===== src/hdl/assert_macros.svh =====
// assertion macros shared by the rtl files
// no dependencies; define ASSERT_OFF to drop every check
`ifndef ASSERT_MACROS_SVH
`define ASSERT_MACROS_SVH

`ifndef ASSERT_OFF

// same-cycle implication, disabled while reset is low
`define ASSERT_IMPLY(lbl, clk, rst_n, ante, cons) \
    lbl: assert property (@(posedge clk) disable iff (!rst_n) (ante) |-> (cons)) \
        else $error("same-cycle implication check failed");

// next-cycle implication, disabled while reset is low
`define ASSERT_NEXT(lbl, clk, rst_n, ante, cons) \
    lbl: assert property (@(posedge clk) disable iff (!rst_n) (ante) |=> (cons)) \
        else $error("next-cycle implication check failed");

`else

`define ASSERT_IMPLY(lbl, clk, rst_n, ante, cons)
`define ASSERT_NEXT(lbl, clk, rst_n, ante, cons)

`endif

`endif


===== src/hdl/puf_pkg.sv =====
// shared types and constants of the packed field unpacker
// no dependencies; used by every module of the block
package puf_pkg;

    localparam int ACC_BITS       = 40;
    localparam int BYTE_BITS      = 8;
    localparam int FB_BITS        = 6;
    localparam int VCOUNT_BITS    = 24;
    localparam int VALUE_BITS     = 64;
    localparam int CFG_INDEX_BITS = 3;
    localparam int RUN_MAX        = 8;
    localparam int RUN_CNT_BITS   = 3;
    localparam int QUEUE_DEPTH    = 4;
    localparam int QPTR_BITS      = 2;

    localparam logic [FB_BITS-1:0]    FIELD_BITS_RESET = 6'd16;
    localparam logic [VALUE_BITS-1:0] POS_LIMIT = 64'h7FFF_FFFF_FFFF_FFFF;
    localparam logic [VALUE_BITS-1:0] NEG_LIMIT = 64'h8000_0000_0000_0000;

    // configuration register indexes
    typedef enum logic [CFG_INDEX_BITS-1:0] {
        CFG_FIELD_BITS  = 3'd0,
        CFG_VALUE_COUNT = 3'd1,
        CFG_MIN_VALUE   = 3'd2,
        CFG_MAX_VALUE   = 3'd3,
        CFG_STEP_SCALE  = 3'd4,
        CFG_MIN_ONLY    = 3'd5
    } cfg_index_t;

    // per-code flags passed from front to back
    typedef struct packed {
        logic sub_sel;      // scale down from max_value
        logic run_end;      // last code of this byte
        logic message_end;  // value_count-th code
    } puf_tag_t;

    // arithmetic operands for the back end
    typedef struct packed {
        logic [VALUE_BITS-1:0] min_value;
        logic [VALUE_BITS-1:0] max_value;
        logic [VALUE_BITS-1:0] step_scale;
    } puf_arith_cfg_t;

endpackage


===== src/hdl/puf_queue.sv =====
// short queue between the front and back ends
// depends on puf_pkg for its depth
module puf_queue #(
    parameter int DATA_W = 35
) (
    input  logic              aclk,
    input  logic              aresetn,
    input  logic              push,
    input  logic [DATA_W-1:0] push_data,
    output logic              full,
    input  logic              pop,
    output logic [DATA_W-1:0] pop_data,
    output logic              empty
);
    import puf_pkg::*;

    logic [DATA_W-1:0]    slot_reg [QUEUE_DEPTH];
    logic [QPTR_BITS-1:0] wr_ptr_reg, rd_ptr_reg;
    logic [QPTR_BITS:0]   fill_reg;

    assign full     = (fill_reg == (QPTR_BITS+1)'(QUEUE_DEPTH));
    assign empty    = (fill_reg == '0);
    assign pop_data = slot_reg[rd_ptr_reg];

    // pointers and fill level
    always_ff @(posedge aclk) begin
        if (!aresetn) begin
            wr_ptr_reg <= '0;
            rd_ptr_reg <= '0;
            fill_reg   <= '0;
        end else begin
            if (push) begin
                wr_ptr_reg <= wr_ptr_reg + QPTR_BITS'(1);
            end
            if (pop) begin
                rd_ptr_reg <= rd_ptr_reg + QPTR_BITS'(1);
            end
            if (push && !pop) begin
                fill_reg <= fill_reg + (QPTR_BITS+1)'(1);
            end else if (pop && !push) begin
                fill_reg <= fill_reg - (QPTR_BITS+1)'(1);
            end
        end
    end

    // entry storage
    always_ff @(posedge aclk) begin
        if (push) begin
            slot_reg[wr_ptr_reg] <= push_data;
        end
    end

endmodule


===== config.mk =====
export PLATFORM = sky130hd
export DESIGN_NAME = puf_queue
export DESIGN_NICKNAME = d
export VERILOG_FILES = /design/src/hdl/assert_macros.svh /design/src/hdl/puf_pkg.sv /design/src/hdl/puf_queue.sv
export SDC_FILE = /design/constraint.sdc
export NUM_CORES = 1
export LEC_CHECK = 0
export ABC_CLOCK_PERIOD_IN_PS = 2900
export BUFFER_PORTS_ARGS = -buffer_cell sky130_fd_sc_hd__buf_2
export CAP_MARGIN = 40
export CORE_MARGIN = 1
export CORE_UTILIZATION = 55
export DETAILED_ROUTE_END_ITERATION = 8
export GPL_ROUTABILITY_DRIVEN = 0
export PLACE_DENSITY_LB_ADDON = 0.3
export SKIP_LAST_GASP = 1
export SYNTH_ARGS = -nofsm -noshare
export SYNTH_HDL_FRONTEND = slang
export SYNTH_SLANG_ARGS = --single-unit

===== constraint.sdc =====
create_clock -name aclk -period 2.9 [get_ports aclk]
set_input_delay 0.145 -clock aclk [delete_from_list [all_inputs] [get_ports aclk]]
set_output_delay 0.145 -clock aclk [all_outputs]
set_load 0.02 [all_outputs]

Yosys cells after proc, flatten, opt, wreduce, memory -nomap -nowiden
Memories as Yosys holds them, arrays and structs flattened. A register that Yosys moved wholly into a read port is not among the register bits.
Index checks and enable logic that the tools add are counted.

storage, ports and cells
  register bits = 7
  RAM bits = 140
  input bits = 39
  output and inout bits = 37
  logic and storage cells = 21
  memories = 1

operators by class
  add/subtract/negate cells = 4
  equal/unequal tests = 1
  mux-type cells = 6
  reductions and logical operators = 6

memory list
  name      words  bits a word  rd ports  clocked after Yosys merged registers in  write ports  line             source
  slot_reg  4      35           1         1                                        1            puf_queue.sv:17  logic [DATA_W-1:0] slot_reg [QUEUE_DEPTH];

operators with widths
  cell                   number
  $mux W3                2
  $add A2 B1 Y2 const B  2
  $mux W2                2
  $add A3 B1 Y3 const B  1
  $eq A3 B3 Y1 const B   1
  $logic_not A3 Y1       1
  $sub A3 B1 Y3 const B  1
  $logic_and A1 B1 Y1    2
  $logic_not A1 Y1       2
  $mux W1                2
  $reduce_bool A2 Y1     1

Longest topological paths before layout
  word-level depth = 4
  gate-level depth with buffers = 7
  gate-level depth less buffers = 7

Worst setup path before layout
OpenSTA, ideal clock, no wires.

  kind = register -> register
  start = reg wr_ptr_reg[0]
  end = mem slot_reg[2][0], enable pin
  library setup time = 0.395 ns
  arrival = 1.397 ns
  data required time = 2.505 ns
  slack = 1.107 ns
  cell stages (with the launch flop) = 4
  path buffers = 0
  period minus slack after synthesis = 1.793 ns
  cells stage by stage = dfxtp_1 inv_1 ha_1 and2_1

RTL lines
  what                      line             source
  start: declaration        puf_queue.sv:18  logic [QPTR_BITS-1:0] wr_ptr_reg, rd_ptr_reg;
  start signal: assignment  puf_queue.sv:33  wr_ptr_reg <= wr_ptr_reg + QPTR_BITS'(1);
  end: declaration          puf_queue.sv:17

Straight into the memory's write port.

==> results.ini <==
[detailed_routing]
wl_um = 9710
wl_per_cell_um = 19.3
vias = 2676
remaining_drc_errors = 0
ant_nets = 0
first_iter_violations = 176
via_per_inst = 5.31
firstDrtPassIters = 4

[grt]
track_usage_pct = 20.1
grt_max_degree = 32
antenna_found_initial = 0
grt_pass1_wl_um = 14400
grt_overflow_total = 0
grt_pass1_vias = 2658

[cells_and_area]
n_fill_cell = 578
area_delta_synth_final_pct = 26.6
largest_reg_flops = 140
nets = 403
final_cells = 504
regArea_mm2 = 0.00439
antennaDiodeCount = 0
design_area_mm2 = 0.00703
drive_above_1_share_pct = 39.6
multi_input_area_mm2 = 0.00106

[critical_path]
crit_required_ns = 2.76
crit_slowest_cell = mux4_1
critPathLaunchType = register
worst-setup-path-type = reg -> out
slowest_delay_ns = 0.63
crit_chain = buf_4 > mux4_1 > buf_2
worstSetupEndpointType = output pin
cp.arrival_ns = 1.99
critPathMaxFanout = 18
worst-r2r-setup-slack_ns = 1.16
r2r-start = wr_ptr_reg[0]$_SDFFE_PN0P_

[clock_network]
cts_max_level = 4
ctsRootBufferMaster = clkbuf_8
cts_tree = done
post-cts-setup-buffers = 0
clockBufferDepth = 2
cts_buffers = 17
clk_pin_slew_ns = 0.06
cts.sinks = 149
clkLatencyLatePin_ns = 0.51

[run]
max-cap-violations = 0

[yosys]
synth_edf_count = 140
synth_common_cells = edfxtp_1 (140), mux4_2 (30), and2_1 (9), dfxtp_1 (9)
ys_warn_count = 0
syn_avg_cell_area_um2 = 24.5
ys_top_cells_by_area = edfxtp_1 (76%), mux4_2 (12%), dfxtp_1 (3.2%)
syn_area_mm2 = 0.00555
synthMuxAreaShare_pct = 14.9
async_reset_ff_share_pct = 0
synth_top_family_by_area = multiplexers
synth-simple-area-share_pct = 1.65
synthAdderAreaFrac_pct = 1.49
synth_top_area_share_pct = 75.8
synth-compound-area-share_pct = 0.226
synth.ff_latch_count = 149
syn_inst = 226
yosysSeqAreaShare_pct = 79.0
synthXorXnorAreaFrac_pct = 0.789
ys.flop_type = edfxtp_1
yosysUniqueCellTypes = 22
synth_largest_area_cell = edfxtp_1
synth.most_common_cell = edfxtp_1
syn-num-nets = 271

[timing]
finalSetupViolCount = 0
fin_setup_tns_ns = 0
clock.fmax_ghz = 0.467
slew_headroom_pct = 59.7
fin_crit_sh_pct = 73.8
timing.final.ws_setup_ns = 0.760
finalMaxSlewViolations = 0
skew_ns = 0.00677
fin_crit_ns = 2.14
hold_viol = 0
rsz0062_at_grt = false
tightest_slew_ns = 0.604

[pwr]
p_leak_uw = 0.00247
ir_drop_v = 0.000375
power_density_mw_per_mm2 = 725

[place]
dp_hpwl_um = 5620
dp.cells = 434
place_ws_ns = 1.15
placed_cell_area_mm2 = 0.00609
port_buffers = 75

[min_path]
worstHoldStart = push_data[29]
hold_class = in -> reg

[die]
die-area_mm2 = 0.0105
ioPinCount = 76
rows = 36
die_x_um = 102
fp.dieH_um = 102
fp.coreArea_mm2 = 0.00977
start_util_pct = 56.8

[status]
status = completed

-- area by class of cell --
class,instances,share of cell area (%)
clock inverters,14,1.94
multi-input cells,65,15.1
clock buffers,18,5.95
inverters,4,0.214
flip-flops and latches,149,62.4
repair buffers,121,12.0
well taps,133,2.37
-- where the power goes --
part	internal (uW)	switching, uW	total, uW
logic	259	310	569
registers	2470	40.5	2510
clock network	1210	802	2020
-- cells by family after synthesis --
kind of cell,after synthesis
and+or+nand+nor,15
muxes,37
adders and majority gates,6
DFF,149
xor gates and xnor gates,5
buffers and inverters,12
AOI/OAI and AO/OA,2
-- worst max-delay path, delay by kind of cell (launching register included) --
kind,cells,cell delay (ns)
DFF,1,0.33
buffers and inverters,2,0.51
muxes,1,0.63
-- what timing repair did --
item / 4_1_cts / 5_1_grt
gates resized for setup: 0 / 0
hold buffers: 38 / 0
hold endpoints to repair: 149 / 0
-- path summary, 6_finish.rpt --
check                                   end  depth (start not counted)
setup / recovery               pop_data[21]                          3
hold / removal    slot_reg[3][29]$_DFFE_PP_                          2
setup reg to reg  slot_reg[2][10]$_DFFE_PP_                          4
hold reg to reg    fill_reg[2]$_SDFFE_PN0P_                          2
-- layer usage --
layer | share of wire [%] | GRT usage, % | vias to the layer above
met1 | 43 | 25.9 | 1361
met2 | 52 | 32.5 | 86
li1 | - | - | 1215
met3 | 3.6 | 5.75 | 14
met4 | 1.8 | 8.24 | 0
met5 | 0 | 0 | -
-- stage by stage --
stage / utilization, % / total power [uW] / hold WS [ns]
detailed placement: 62.3 / 3080 / 0.361
CTS: 71.9 / 5130 / 0.360
floorplan: - / 2900 / 0.244
global placement: 61.9 / 3060 / 0.358
global route: 71.9 / 5270 / 0.368
finish: 71.9 / 5090 / 0.383
-- placed cells by master (no fill, tap or decap) --
| cell | netlist | final |
|---|---|---|
| or3_1 | 1 | 1 |
| nor3b_1 | 1 | 1 |
| clkinv_1 | 0 | 3 |
| xnor2_1 | 2 | 2 |
| nor3_1 | 1 | 1 |
| xor2_1 | 3 | 3 |
| mux2i_1 | 2 | 2 |
| clkbuf_16 | 0 | 16 |
| dfxtp_1 | 9 | 7 |
| mux4_1 | 5 | 5 |
| bufinv_16 | 0 | 2 |
| clkbuf_1 | 0 | 1 |
| edfxtp_1 | 140 | 140 |
| ha_1 | 5 | 5 |
| clkinv_4 | 0 | 3 |
| inv_1 | 4 | 4 |
| buf_2 | 3 | 75 |
| nand2_1 | 1 | 1 |
| nor2b_1 | 2 | 2 |
| dlygate4sd3_1 | 0 | 38 |
| a21boi_0 | 1 | 1 |
| buf_4 | 0 | 6 |
| clkinvlp_4 | 0 | 2 |
| dfxtp_2 | 0 | 2 |
| buf_12 | 3 | 2 |
| and2_1 | 9 | 5 |
| and2_2 | 0 | 4 |
| fa_1 | 1 | 1 |
| clkbuf_8 | 0 | 1 |
| inv_6 | 0 | 1 |
| mux4_2 | 30 | 30 |
| clkinv_2 | 0 | 3 |
| o21ai_0 | 1 | 1 |
(Power assumes the default switching activity.)
