### src/hdl/assert_macros.svh
// assertion macros shared by the rtl files
// no dependencies; define ASSERT_OFF to drop every check
`ifndef ASSERT_MACROS_SVH
`define ASSERT_MACROS_SVH

`ifndef ASSERT_OFF

// same-cycle implication, disabled while reset is low
`define ASSERT_IMPLY(lbl, clk, rst_n, ante, cons) \
    lbl: assert property (@(posedge clk) disable iff (!rst_n) (ante) |-> (cons)) \
        else $error("same-cycle implication check failed");

// next-cycle implication, disabled while reset is low
`define ASSERT_NEXT(lbl, clk, rst_n, ante, cons) \
    lbl: assert property (@(posedge clk) disable iff (!rst_n) (ante) |=> (cons)) \
        else $error("next-cycle implication check failed");

`else

`define ASSERT_IMPLY(lbl, clk, rst_n, ante, cons)
`define ASSERT_NEXT(lbl, clk, rst_n, ante, cons)

`endif

`endif

### src/hdl/puf_pkg.sv
// shared types and constants of the packed field unpacker
// no dependencies; used by every module of the block
package puf_pkg;

    localparam int ACC_BITS       = 40;
    localparam int BYTE_BITS      = 8;
    localparam int FB_BITS        = 6;
    localparam int VCOUNT_BITS    = 24;
    localparam int VALUE_BITS     = 64;
    localparam int CFG_INDEX_BITS = 3;
    localparam int RUN_MAX        = 8;
    localparam int RUN_CNT_BITS   = 3;
    localparam int QUEUE_DEPTH    = 4;
    localparam int QPTR_BITS      = 2;

    localparam logic [FB_BITS-1:0]    FIELD_BITS_RESET = 6'd16;
    localparam logic [VALUE_BITS-1:0] POS_LIMIT = 64'h7FFF_FFFF_FFFF_FFFF;
    localparam logic [VALUE_BITS-1:0] NEG_LIMIT = 64'h8000_0000_0000_0000;

    // configuration register indexes
    typedef enum logic [CFG_INDEX_BITS-1:0] {
        CFG_FIELD_BITS  = 3'd0,
        CFG_VALUE_COUNT = 3'd1,
        CFG_MIN_VALUE   = 3'd2,
        CFG_MAX_VALUE   = 3'd3,
        CFG_STEP_SCALE  = 3'd4,
        CFG_MIN_ONLY    = 3'd5
    } cfg_index_t;

    // per-code flags passed from front to back
    typedef struct packed {
        logic sub_sel;      // scale down from max_value
        logic run_end;      // last code of this byte
        logic message_end;  // value_count-th code
    } puf_tag_t;

    // arithmetic operands for the back end
    typedef struct packed {
        logic [VALUE_BITS-1:0] min_value;
        logic [VALUE_BITS-1:0] max_value;
        logic [VALUE_BITS-1:0] step_scale;
    } puf_arith_cfg_t;

endpackage

### src/hdl/puf_front.sv
// front end: takes bytes, holds the bit accumulator, cuts codes and classifies them
// depends on puf_pkg; feeds puf_queue
module puf_front #(
    parameter int MAX_CODE_BITS = 32,
    parameter int COUNT_BITS    = 24
) (
    input  logic                                aclk,
    input  logic                                aresetn,
    input  logic                                s_tvalid,
    output logic                                s_tready,
    input  logic [puf_pkg::BYTE_BITS-1:0]       s_tdata,
    input  logic                                s_tuser,
    input  logic [puf_pkg::FB_BITS-1:0]         field_bits,
    input  logic [puf_pkg::VCOUNT_BITS-1:0]     value_count,
    input  logic                                min_only_mode,
    output logic                                q_push,
    output logic [MAX_CODE_BITS-1:0]            q_k,
    output puf_pkg::puf_tag_t                   q_tag,
    input  logic                                q_full
);
    import puf_pkg::*;

    localparam logic [FB_BITS-1:0] MAX_FB = FB_BITS'(MAX_CODE_BITS);

    logic [ACC_BITS-1:0]      acc_reg, acc_next;
    logic [FB_BITS-1:0]       held_reg, held_next;
    logic [COUNT_BITS-1:0]    count_reg, count_next;
    logic [RUN_CNT_BITS-1:0]  nres_reg, nres_next;
    logic                     busy_reg, busy_next;

    logic [FB_BITS-1:0]       fb;
    logic [MAX_CODE_BITS-1:0] ones;
    logic [MAX_CODE_BITS-1:0] half_mask;
    logic [COUNT_BITS-1:0]    vc;
    logic [FB_BITS-1:0]       held_sub;
    logic [ACC_BITS-1:0]      shifted;
    logic [MAX_CODE_BITS-1:0] code;
    logic [COUNT_BITS-1:0]    count_inc;
    logic                     can_emit, emit, last, msg_end, upper, sub_sel, step_done;

    // effective width, code masks and message length
    always_comb begin
        if (field_bits == '0) begin
            fb = FB_BITS'(1);
        end else if (field_bits > MAX_FB) begin
            fb = MAX_FB;
        end else begin
            fb = field_bits;
        end
    end
    assign ones      = {MAX_CODE_BITS{1'b1}} >> (MAX_FB - fb);
    assign half_mask = ones ^ (ones >> 1);
    assign vc        = COUNT_BITS'(value_count);

    // next code out of the accumulator
    assign held_sub  = held_reg - fb;
    assign shifted   = acc_reg >> held_sub;
    assign code      = shifted[MAX_CODE_BITS-1:0] & ones;
    assign upper     = |(code & half_mask);
    assign sub_sel   = upper && !min_only_mode;
    assign count_inc = count_reg + COUNT_BITS'(1);
    assign msg_end   = (count_inc == vc);
    assign last      = (nres_reg == RUN_CNT_BITS'(RUN_MAX - 1)) || (held_sub < fb) || msg_end;

    assign can_emit  = busy_reg && (held_reg >= fb) && (count_reg < vc);
    assign emit      = can_emit && !q_full;
    assign step_done = busy_reg && (!can_emit || (emit && last));
    assign s_tready  = !busy_reg || step_done;

    assign q_push = emit;
    assign q_k    = sub_sel ? (ones ^ code) : code;
    assign q_tag  = '{sub_sel: sub_sel, run_end: last, message_end: msg_end};

    // finish the current byte, then take a new one on top of what is left
    always_comb begin
        acc_next   = acc_reg;
        held_next  = held_reg;
        count_next = count_reg;
        nres_next  = nres_reg;
        busy_next  = busy_reg;
        if (emit) begin
            held_next  = held_sub;
            count_next = count_inc;
            nres_next  = nres_reg + RUN_CNT_BITS'(1);
            if (msg_end) begin
                held_next = '0;
            end
        end
        if (step_done) begin
            busy_next = 1'b0;
        end
        if (s_tvalid && s_tready) begin
            if (s_tuser) begin
                acc_next   = '0;
                held_next  = '0;
                count_next = '0;
            end
            // a complete message ignores further bytes
            if (count_next < vc) begin
                acc_next  = {acc_next[ACC_BITS-BYTE_BITS-1:0], s_tdata};
                held_next = held_next + FB_BITS'(BYTE_BITS);
                nres_next = '0;
                busy_next = 1'b1;
            end
        end
    end

    // state registers
    always_ff @(posedge aclk) begin
        if (!aresetn) begin
            held_reg  <= '0;
            count_reg <= '0;
            nres_reg  <= '0;
            busy_reg  <= 1'b0;
        end else begin
            held_reg  <= held_next;
            count_reg <= count_next;
            nres_reg  <= nres_next;
            busy_reg  <= busy_next;
        end
    end

    // accumulator bits are only read below the held count
    always_ff @(posedge aclk) begin
        acc_reg <= acc_next;
    end

endmodule

### config.mk
export PLATFORM = sky130hd
export DESIGN_NAME = puf_front
export DESIGN_NICKNAME = d
export VERILOG_FILES = /design/src/hdl/assert_macros.svh /design/src/hdl/puf_pkg.sv /design/src/hdl/puf_front.sv
export SDC_FILE = /design/constraint.sdc
export NUM_CORES = 1
export LEC_CHECK = 0
export BUFFER_PORTS_ARGS = -buffer_cell sky130_fd_sc_hd__buf_2
export CORE_MARGIN = 3
export CORE_UTILIZATION = 40
export CTS_BUF_LIST = sky130_fd_sc_hd__clkbuf_8
export DETAILED_ROUTE_END_ITERATION = 12
export PLACE_DENSITY = 0.64
export SETUP_SLACK_MARGIN = 0.05
export SLEW_MARGIN = 40
export SYNTH_ARGS = -nofsm -noshare
export SYNTH_HDL_FRONTEND = slang
export SYNTH_SLANG_ARGS = --single-unit
export TNS_END_PERCENT = 50
### constraint.sdc
create_clock -name aclk -period 19.5 [get_ports aclk]
set_clock_uncertainty 0.2 [all_clocks]
set_input_delay 1.95 -clock aclk [delete_from_list [all_inputs] [get_ports aclk]]
set_output_delay 1.95 -clock aclk [all_outputs]
set_load 0.01 [all_outputs]
Word-level counts from Yosys, hierarchy flattened
Cells that the tools add are included.

Bits in registers: 74. Output and inout port bits: 37. Word-level logic and storage cells: 64.

Add/subtract/negate cells: 5. Muxes and demuxes: 21. Eq/ne operators: 2. Magnitude comparators: 5. Bitwise gates (word level): 4. Shift-type cells: 2. Reduce and logical (&&, ||, !) cells: 19.

Operators with widths (count): 24-bit two-way mux (4); 40-bit two-way mux (2); 32-bit AND (2); 24-bit < comparator (2); 6-bit two-way mux (8); 40-bit by 6-bit >> shifter with 32-bit output (1); 32-bit two-way mux (1); 32-bit OR reduction (1); 32-bit by 6-bit >> shifter with 32-bit output (first input constant) (1); 32-bit by 31-bit bitwise XOR with 32-bit output (1); 32-bit bitwise XOR (1); 24-bit by 1-bit adder with 24-bit output (second input constant) (1); 24-bit equality test (1); 3-bit two-way mux (3); 1-bit logical AND (7); 6-bit by 4-bit adder with 6-bit output (second input constant) (1); 6-bit greater-or-equal comparator (1); 6-bit greater-than comparator (second input constant) (1); 6-bit logical NOT (1); 6-bit < comparator (1); 6-bit subtractor (1); 6-bit subtractor (first input constant) (1); 1-bit logical NOT (4); 1-bit logical OR (4); 5 further kinds (7).

Logic depth before layout (Yosys ltp)
Gate-level depths: netlist of the first run.

Depth in word-level cells: 16. Gate-level depth with buffers: 27. Depth with buffers taken out: 26.

Worst setup path before layout of the first run
No wires, ideal clock.

Path type: input -> output. Start: input port field_bits[4] (netlist name). End: output port q_k[10]. Data required time: 17.350 ns. Stages: 21. Buffers on the path: 5. Data arrival time: 6.069 ns. Slack: 11.281 ns. Cells stage by stage: nor4_1 -> nor2_1 -> nor2_1 -> ha_1 -> inv_1 -> fa_1 -> buf_2 -> buf_4 -> buf_2 -> buf_2 -> mux4_2 -> nand2_1 -> o21ai_0 -> mux2_2 -> nand3_1 -> o221ai_1 -> a2111oi_2 -> o2111a_2 -> buf_2 -> nor2_1 -> a311oi_1.

Word-level cells in the longest chain between the ends: 10. Elaborated cells on any way between the ends: 15. Classes of those cells: add/sub (2); order compare (1); shift (2); mux (3); bitwise (4); reduce/logical (3).

Ends and longest elaborated chain: start, declared (line puf_front.sv:13) `input logic [puf_pkg::FB_BITS-1:0] field_bits,`; 6-bit greater-than comparator (line puf_front.sv:45) `end else if (field_bits > MAX_FB) begin`; 6-bit two-way mux (line puf_front.sv:45); 6-bit two-way mux (*) (line puf_front.sv:43) `if (field_bits == '0) begin`; 6-bit subtractor, on equally long branches (line puf_front.sv:56, puf_front.sv:51); 40-bit by 6-bit >> shifter with 32-bit output / 32-bit by 6-bit >> shifter with 32-bit output (equally long branches) (line puf_front.sv:57, puf_front.sv:51); 32-bit AND / 32-bit by 31-bit bitwise XOR with 32-bit output (equally long branches) (line puf_front.sv:58, puf_front.sv:52); 32-bit AND (line puf_front.sv:59) `assign upper = |(code & half_mask);`; 32-bit OR reduction (line puf_front.sv:59); 1-bit logical AND (line puf_front.sv:60) `assign sub_sel = upper && !min_only_mode;`; 32-bit two-way mux (*) (line puf_front.sv:71) `assign q_k = sub_sel ? (ones ^ code) : code;`; end, declared (line puf_front.sv:17) `output logic [MAX_CODE_BITS-1:0] q_k,`.

Every way passes the cells marked *; elsewhere a longest branch is shown, timed or not.

Final worst setup path of the first run
Start: input port field_bits[3] (netlist name). End: output port q_k[21].

The elaborated chain is that of the path after synthesis.

==> results by group, run 1 <==
Global routing
  • Antenna violations before repair: 2
  • Global Route met2 Usage: 0.314
  • Total congestion overflow: 0
  • GRT busiest layer: met1
  • First-pass GRT wire length: between 40000 and 50000 um
  • Largest net degree at the start of global routing: 64
  • Grt met1 use: 0.320
  • M3 GR Usage: 0.0271
  • Vias in the first global route: 8522
  • GRT Util Overall: 0.212

Clocking
  • Root buffer cell: clkbuf_8
  • Post_cts resized: 0
  • Worst-Skew Late Latency: roughly 0.37 ns
  • # H-tree levels: 3
  • Max clock buf depth: 2
  • Clock transition at the registers of the reported paths: approximately 0.080 ns
  • Clock sinks: 74
  • TritonCTS clock tree: built
  • CTS Hold Bufs: 0
  • Num CTS Buffers: 9
  • Post-CTS Setup Bufs: 0

Routing
  • Routed wire per std cell: 18.2 um
  • Residual DRC: 0
  • Antenna violation net count after detailed routing: 0
  • Drt first pass iters: 6
  • Vias: slightly below 10k
  • Vias per cell: 5.97
  • Final wirelength: 29400 um
  • Initial DRC Count: 944

Floorplan
  • Cell Rows: between 50 and 60
  • Die area: 27200 um^2
  • Die W: ~160 um
  • IO Pins: 81
  • Initial Util: 0.411
  • Die height: 165 um
  • Core footprint: 24600 um^2

Logic synthesis
  • Top post-synthesis cells by count: nor2_1 (147), mux2i_1 (124), nand2_1 (118)
  • Syn Nets: between 1k and 1.5k
  • Top-count cell post-synth: nor2_1
  • Synth Area in Adders: 0.0849
  • EDFF count, synth: 40
  • Yosys Warn Count: 0
  • Post-Synth Simple-Gate Area: 0.275
  • Seq cells post-synth: between 70 and 80
  • Multiplexer share of the synthesized area: 0.187
  • Yosys cell types: 95
  • Synth Area in XOR/XNOR: 0.0486
  • Largest cells by area after synthesis: mux2i_1 (12%), edfxtp_1 (12%), ha_1 (8.3%)
  • Avg Inst Size Synth: 7.99 um^2
  • Primary FF master, synth: edfxtp_1
  • Post-Syn Area: 10100 um^2
  • Synth Area in Compound Gates: 0.155
  • Post-synth top area share: 0.123
  • Fraction of registers with async set/reset: 0
  • Syn Inst Count: ~1.3k
  • Largest family of logic cells by synthesized area: simple AND/OR/NAND/NOR gates
  • Yosys top cell by area: mux2i_1
  • Post-synthesis sequential area ratio: 0.186

Setup path
  • Crit path cell chain: buf_2, nor4_1, nor2_1, nor2_1, ha_2, inv_1, fa_2, buf_4, mux2_2, a22o_1, mux2i_1, mux2_2, o32a_1, nor2_1, a2111oi_0, o2111a_2, buf_16, nor4b_1, or3_1, buf_2
  • Crit path max-delay family: compound AO/OA/AOI/OAI gates
  • Crit Path Class: in2out
  • Worst path buffer plus inverter count: 5
  • Crit-path slowest cell: o2111a_2
  • Crit path required time: 17.35 ns
  • Largest stage delay, worst path: approximately 0.6 ns
  • Most frequent CP cell: nor2_1
  • Max FO, Critical Path: 51
  • Critical path launch point type: primary input
  • Critical Path AT: about 7.6 ns
  • CP Capture Type: output pin

Power
  • Internal power: 373 uW
  • Comb pwr share: 0.567
  • Sw Ratio: 0.460
  • P_leak: 4.65 nW
  • NetSw: approximately 320 uW
  • PD cells: 63.9 nW/um^2
  • Max VDD drop: between 0.05 and 0.06 mV
  • Power share of the sequential group: 0.264
  • Clock share of power: 0.169
  • Tot Pwr: 690 uW

Placed design
  • DP Wirelength: between 20000 and 25000 um
  • Inst Count DP: 1594
  • Post-Place Cell Area: 10600 um^2
  • Pre-CTS setup slack: 9.88 ns
  • Final GP Congestion: roughly 0.98
  • I/O Buffers: 80

Run
  • Number of max-cap violations: 0

STA
  • Hold Slack: 0.269 ns
  • Final hold violation count: 0
  • Setup TNS: 0 ns
  • F_max: around 0.10 GHz
  • Tmin final: 9.74 ns
  • Slew @ Worst Pin: 0.831 ns
  • Slew Limit Fails: 0
  • Tcrit/Tclk final: 0.500
  • Worst slew margin: 0.442
  • Final setup viols: 0
  • Min setup slack post-route: 9.76 ns
  • Unrepaired setup endpoints after global routing: false

Finish
  • Multi-input gate area: between 7000 and 8000 um^2
  • Post-route design area: 10800 um^2
  • Layout Nets: 1393
  • Fraction of layout cells with a size suffix above 1: 0.171
  • Fin cells: 1610
  • Max reg flops: 40
  • Sequential Area: 1880 um^2
  • ANT cells: 0
  • # fillers: 2476
  • Layout area overhead: 6.74%
  • Post-layout util: 0.439

Run status
  • Status: finished, final reports clean

Hold path
  • Min-delay worst type: reg2reg
## logic make-up after synthesis
family,Yosys count
and+or+nand+nor,540
AOI/OAI and AO/OA,227
DFF,74
adders and majority gates,68
xor gates and xnor gates,54
buffers and inverters,134
muxes,168
## routing by layer
metal  share of wire  wire length [um]
met1            0.48             14100
met4           0.020               600
met5         0.00089                26
met2            0.43             12700
met3           0.066              1950
## power by group through the flow
stage | combinational (mW) | sequential (mW) | clock (mW)
CTS | 0.385 | 0.182 | 0.122
global placement | 0.374 | 0.185 | 0
detailed placement | 0.384 | 0.186 | 0
finish | 0.391 | 0.182 | 0.117
floorplan | 0.287 | 0.182 | 0
global route | 0.425 | 0.183 | 0.126
## worst min-delay path: cells and delay by family, from the launching register on
family	cells	cell delay, ns
flops	1	0.32
simple gates	1	0.05
compound gates	1	0.05
## placed cells by master, fill, tap and decap left out, types with 7 or more instances in the layout
cell and n:
xor2_1 16, a21oi_1 48, edfxtp_1 40, o211ai_1 7
ha_1 66, nor2_1 147, nand2b_1 12, mux2i_1 124
dfxtp_1 34, nand2_1 117, xnor2_1 35, and2_1 12
nor3_1 46, buf_4 15, inv_1 40, mux2_2 29
o21ai_0 50, a21o_1 10, clkbuf_8 9, or2_2 18
nor2_4 20, a311oi_1 7, mux4_2 13, or3_1 9
buf_2 79, nand4_1 27, a22oi_1 13, nor4_1 12
and3_1 26, nand3_1 51, o21a_1 9, o2111ai_1 7
or4_1 15
## worst paths after layout
check	startpoint	endpoint	slack, ns	cells after the start
setup / recovery	field_bits[3]	q_k[21]	9.76	20
hold / removal	nres_reg[1]	nres_reg[1]	0.27	2
setup reg to reg	held_reg[0]	acc_reg[8]	12.99	23
hold reg to reg	nres_reg[1]	nres_reg[1]	0.27	2
## cell type report
cell class              count  area share
clock inverters             7     0.00568
inverters                  43      0.0152
flip-flops and latches     74       0.174
clock buffers               9      0.0115
multi-input cells        1057       0.705
well taps                 324      0.0376
repair buffers             96      0.0510
Power figures use the tool's default switching activity.
==> run 2: changes to the inputs <==
--- a/config.mk
+++ b/config.mk
@@ -10,7 +10,7 @@
 export CORE_UTILIZATION = 40
 export CTS_BUF_LIST = sky130_fd_sc_hd__clkbuf_8
 export DETAILED_ROUTE_END_ITERATION = 12
-export PLACE_DENSITY = 0.64
+export PLACE_DENSITY = 0.66
 export SETUP_SLACK_MARGIN = 0.05
 export SLEW_MARGIN = 40
 export SYNTH_ARGS = -nofsm -noshare
==> constraint.sdc (replaced) <==
create_clock -name aclk -period 8.1 [get_ports aclk]
set_clock_uncertainty 0.2 [all_clocks]
set_input_delay 0.81 -clock aclk [delete_from_list [all_inputs] [get_ports aclk]]
set_output_delay 0.81 -clock aclk [all_outputs]
set_load 0.01 [all_outputs]
==> run 2 against run 1 <==
Wire length rose by 3.0%. Sequential cell count did not move. Register-to-register slack lost 11 ns. Global-route usage is 0.51 points higher. Critical path type unchanged. Largest power group unchanged.
==> results by group, run 2 (synthesis gave the netlist of run 1 again) <==
Finish
  • Layout area overhead: 7.83%
  • Layout Nets: between 1k and 1.5k
  • Commonest cells after routing, fill and taps aside: nor2_1 (147), mux2i_1 (124), nand2_1 (117)
  • # fillers: roughly 2.4k
  • ANT cells: 0
  • Fin cells: about 1.6k
  • Multi-input gate area: roughly 7600 um^2
  • Sequential Area: 1880 um^2
  • Fraction of layout cells with a size suffix above 1: 0.174
  • Post-route design area: 10900 um^2
  • Post-layout util: 0.443
  • Max reg flops: 40
  • Commonest non-fill, non-tap cell in the layout: nor2_1

Routing
  • Initial DRC Count: 933
  • Residual DRC: 0
  • Vias: slightly below 10k
  • Routed wire per std cell: 18.7 um
  • Final wirelength: 30200 um
  • Antenna violation net count after detailed routing: 0
  • Drt first pass iters: 5
  • Vias per cell: 5.98

Setup path
  • Worst path buffer plus inverter count: 6
  • Critical R2R Launch: count_reg[19]
  • R2R cell count: 21
  • Crit path required time: around 7.1 ns
  • Crit Path Class: in2out
  • Crit path cell chain: buf_2, nor4_1, nor2_1, nor2_1, buf_4, ha_2, inv_1, fa_2, buf_12, mux2_2, mux2_4, mux2_2, mux2i_1, o32a_1, nor2_1, a2111oi_0, o2111a_2, buf_4, nor2_1, a311oi_1, buf_2
  • CP Capture Type: output pin
  • Crit path max-delay family: compound AO/OA/AOI/OAI gates
  • Cell count along the critical path: 21
  • Critical Path AT: 6.29 ns
  • Critical path launch point type: primary input
  • Worst Setup SP: field_bits[4]
  • Crit-path slowest cell: fa_2
  • Max FO, Critical Path: 34
  • Largest stage delay, worst path: between 0.8 and 0.9 ns
  • Most frequent CP cell: nor2_1

Placed design
  • I/O Buffers: 80
  • Final GP Congestion: 1.01
  • Post-Place Cell Area: 10700 um^2
  • Pre-CTS setup slack: 0.909 ns
  • DP Wirelength: approximately 23000 um
  • Inst Count DP: 1600

Power
  • Tot Pwr: around 1.7 mW
  • Max VDD drop: 0.0643 mV
  • P_leak: 4.70 nW
  • PD cells: 160 nW/um^2

STA
  • Final hold violation count: 0
  • Min setup slack post-route: 0.801 ns
  • Tcrit/Tclk final: 0.901
  • Unrepaired setup endpoints after global routing: false
  • F_max: 0.137 GHz
  • Final setup viols: 0
  • Slew Limit Fails: 0
  • Tmin final: ~7.3 ns
  • Hold Slack: 0.263 ns
  • Slew @ Worst Pin: between 0.8 and 0.9 ns
  • Setup TNS: 0 ns
  • Worst slew margin: 0.418

Clocking
  • CTS Hold Bufs: 0
  • Clock sinks: 74
  • Max clock buf depth: 2
  • TritonCTS clock tree: built
  • Clock transition at the registers of the reported paths: 0.08 ns
  • Worst-Skew Late Latency: 0.36 ns
  • Post-CTS Setup Bufs: 0
  • Post_cts resized: 0
  • Num CTS Buffers: 9
  • # H-tree levels: 3
  • Root buffer cell: clkbuf_8

Run status
  • Status: finished, final reports clean

Hold path
  • Min-delay worst type: reg2reg
  • Hold path depth: 2
  • Hold_sp: nres_reg[2]

Floorplan
  • Core footprint: between 20000 and 25000 um^2
  • Die area: 27200 um^2
  • IO Pins: 81
  • Die W: 165 um
  • Cell Rows: 57
  • Initial Util: 0.411
  • Die height: 165 um

Global routing
  • Vias in the first global route: 8861
  • Largest net degree at the start of global routing: 64
  • Total congestion overflow: 0
  • First-pass GRT wire length: roughly 48000 um
  • GRT Util Overall: 0.217
  • Antenna violations before repair: 1

Run
  • Number of max-cap violations: 0
## run 2: layout make-up
type | count | share of cell area
well taps | 324 | 0.0372
repair buffers | 102 | 0.0551
multi-input cells | 1057 | 0.698
clock buffers | 9 | 0.0114
flip-flops and latches | 74 | 0.173
inverters | 43 | 0.0150
clock inverters | 7 | 0.0108
## run 2: final timing paths
kind | slack (ns) | end
max reg2reg | 2.31 | acc_reg[20]
min reg2reg | 0.26 | nres_reg[2]
min | 0.26 | nres_reg[2]
max | 0.80 | q_k[13]
## run 2: per-layer routing
| layer | part of all wire | global-route usage |
|---|---|---|
| met1 | 0.47 | 0.314 |
| met2 | 0.44 | 0.334 |
| met3 | 0.064 | 0.0281 |
| met4 | 0.024 | 0.0705 |
| met5 | 0.00026 | 0 |
## run 2: power breakdown
part	internal [mW]	total, mW	switching (mW)
registers	0.417	0.438	0.0214
logic	0.364	0.948	0.584
clock network	0.204	0.359	0.155
## run 2: worst reg2reg max path: stages, from the launching register on
cell and delay [ns]:
dfxtp_1 0.56, ha_1 0.34, a21oi_1 0.16, o21a_1 0.17
a2bb2oi_1 0.36, and3b_1 0.25, nand2_1 0.09, nor3_2 0.50
nand2_1 0.14, xor2_1 0.28, nor2_1 0.08, ha_1 0.31
a21oi_1 0.17, o211ai_1 0.12, a211oi_1 0.34, o21ai_0 0.17
a31oi_1 0.33, o2111ai_1 0.22, nand2_2 0.12, buf_12 0.26
mux2i_1 0.29, nor2_1 0.06
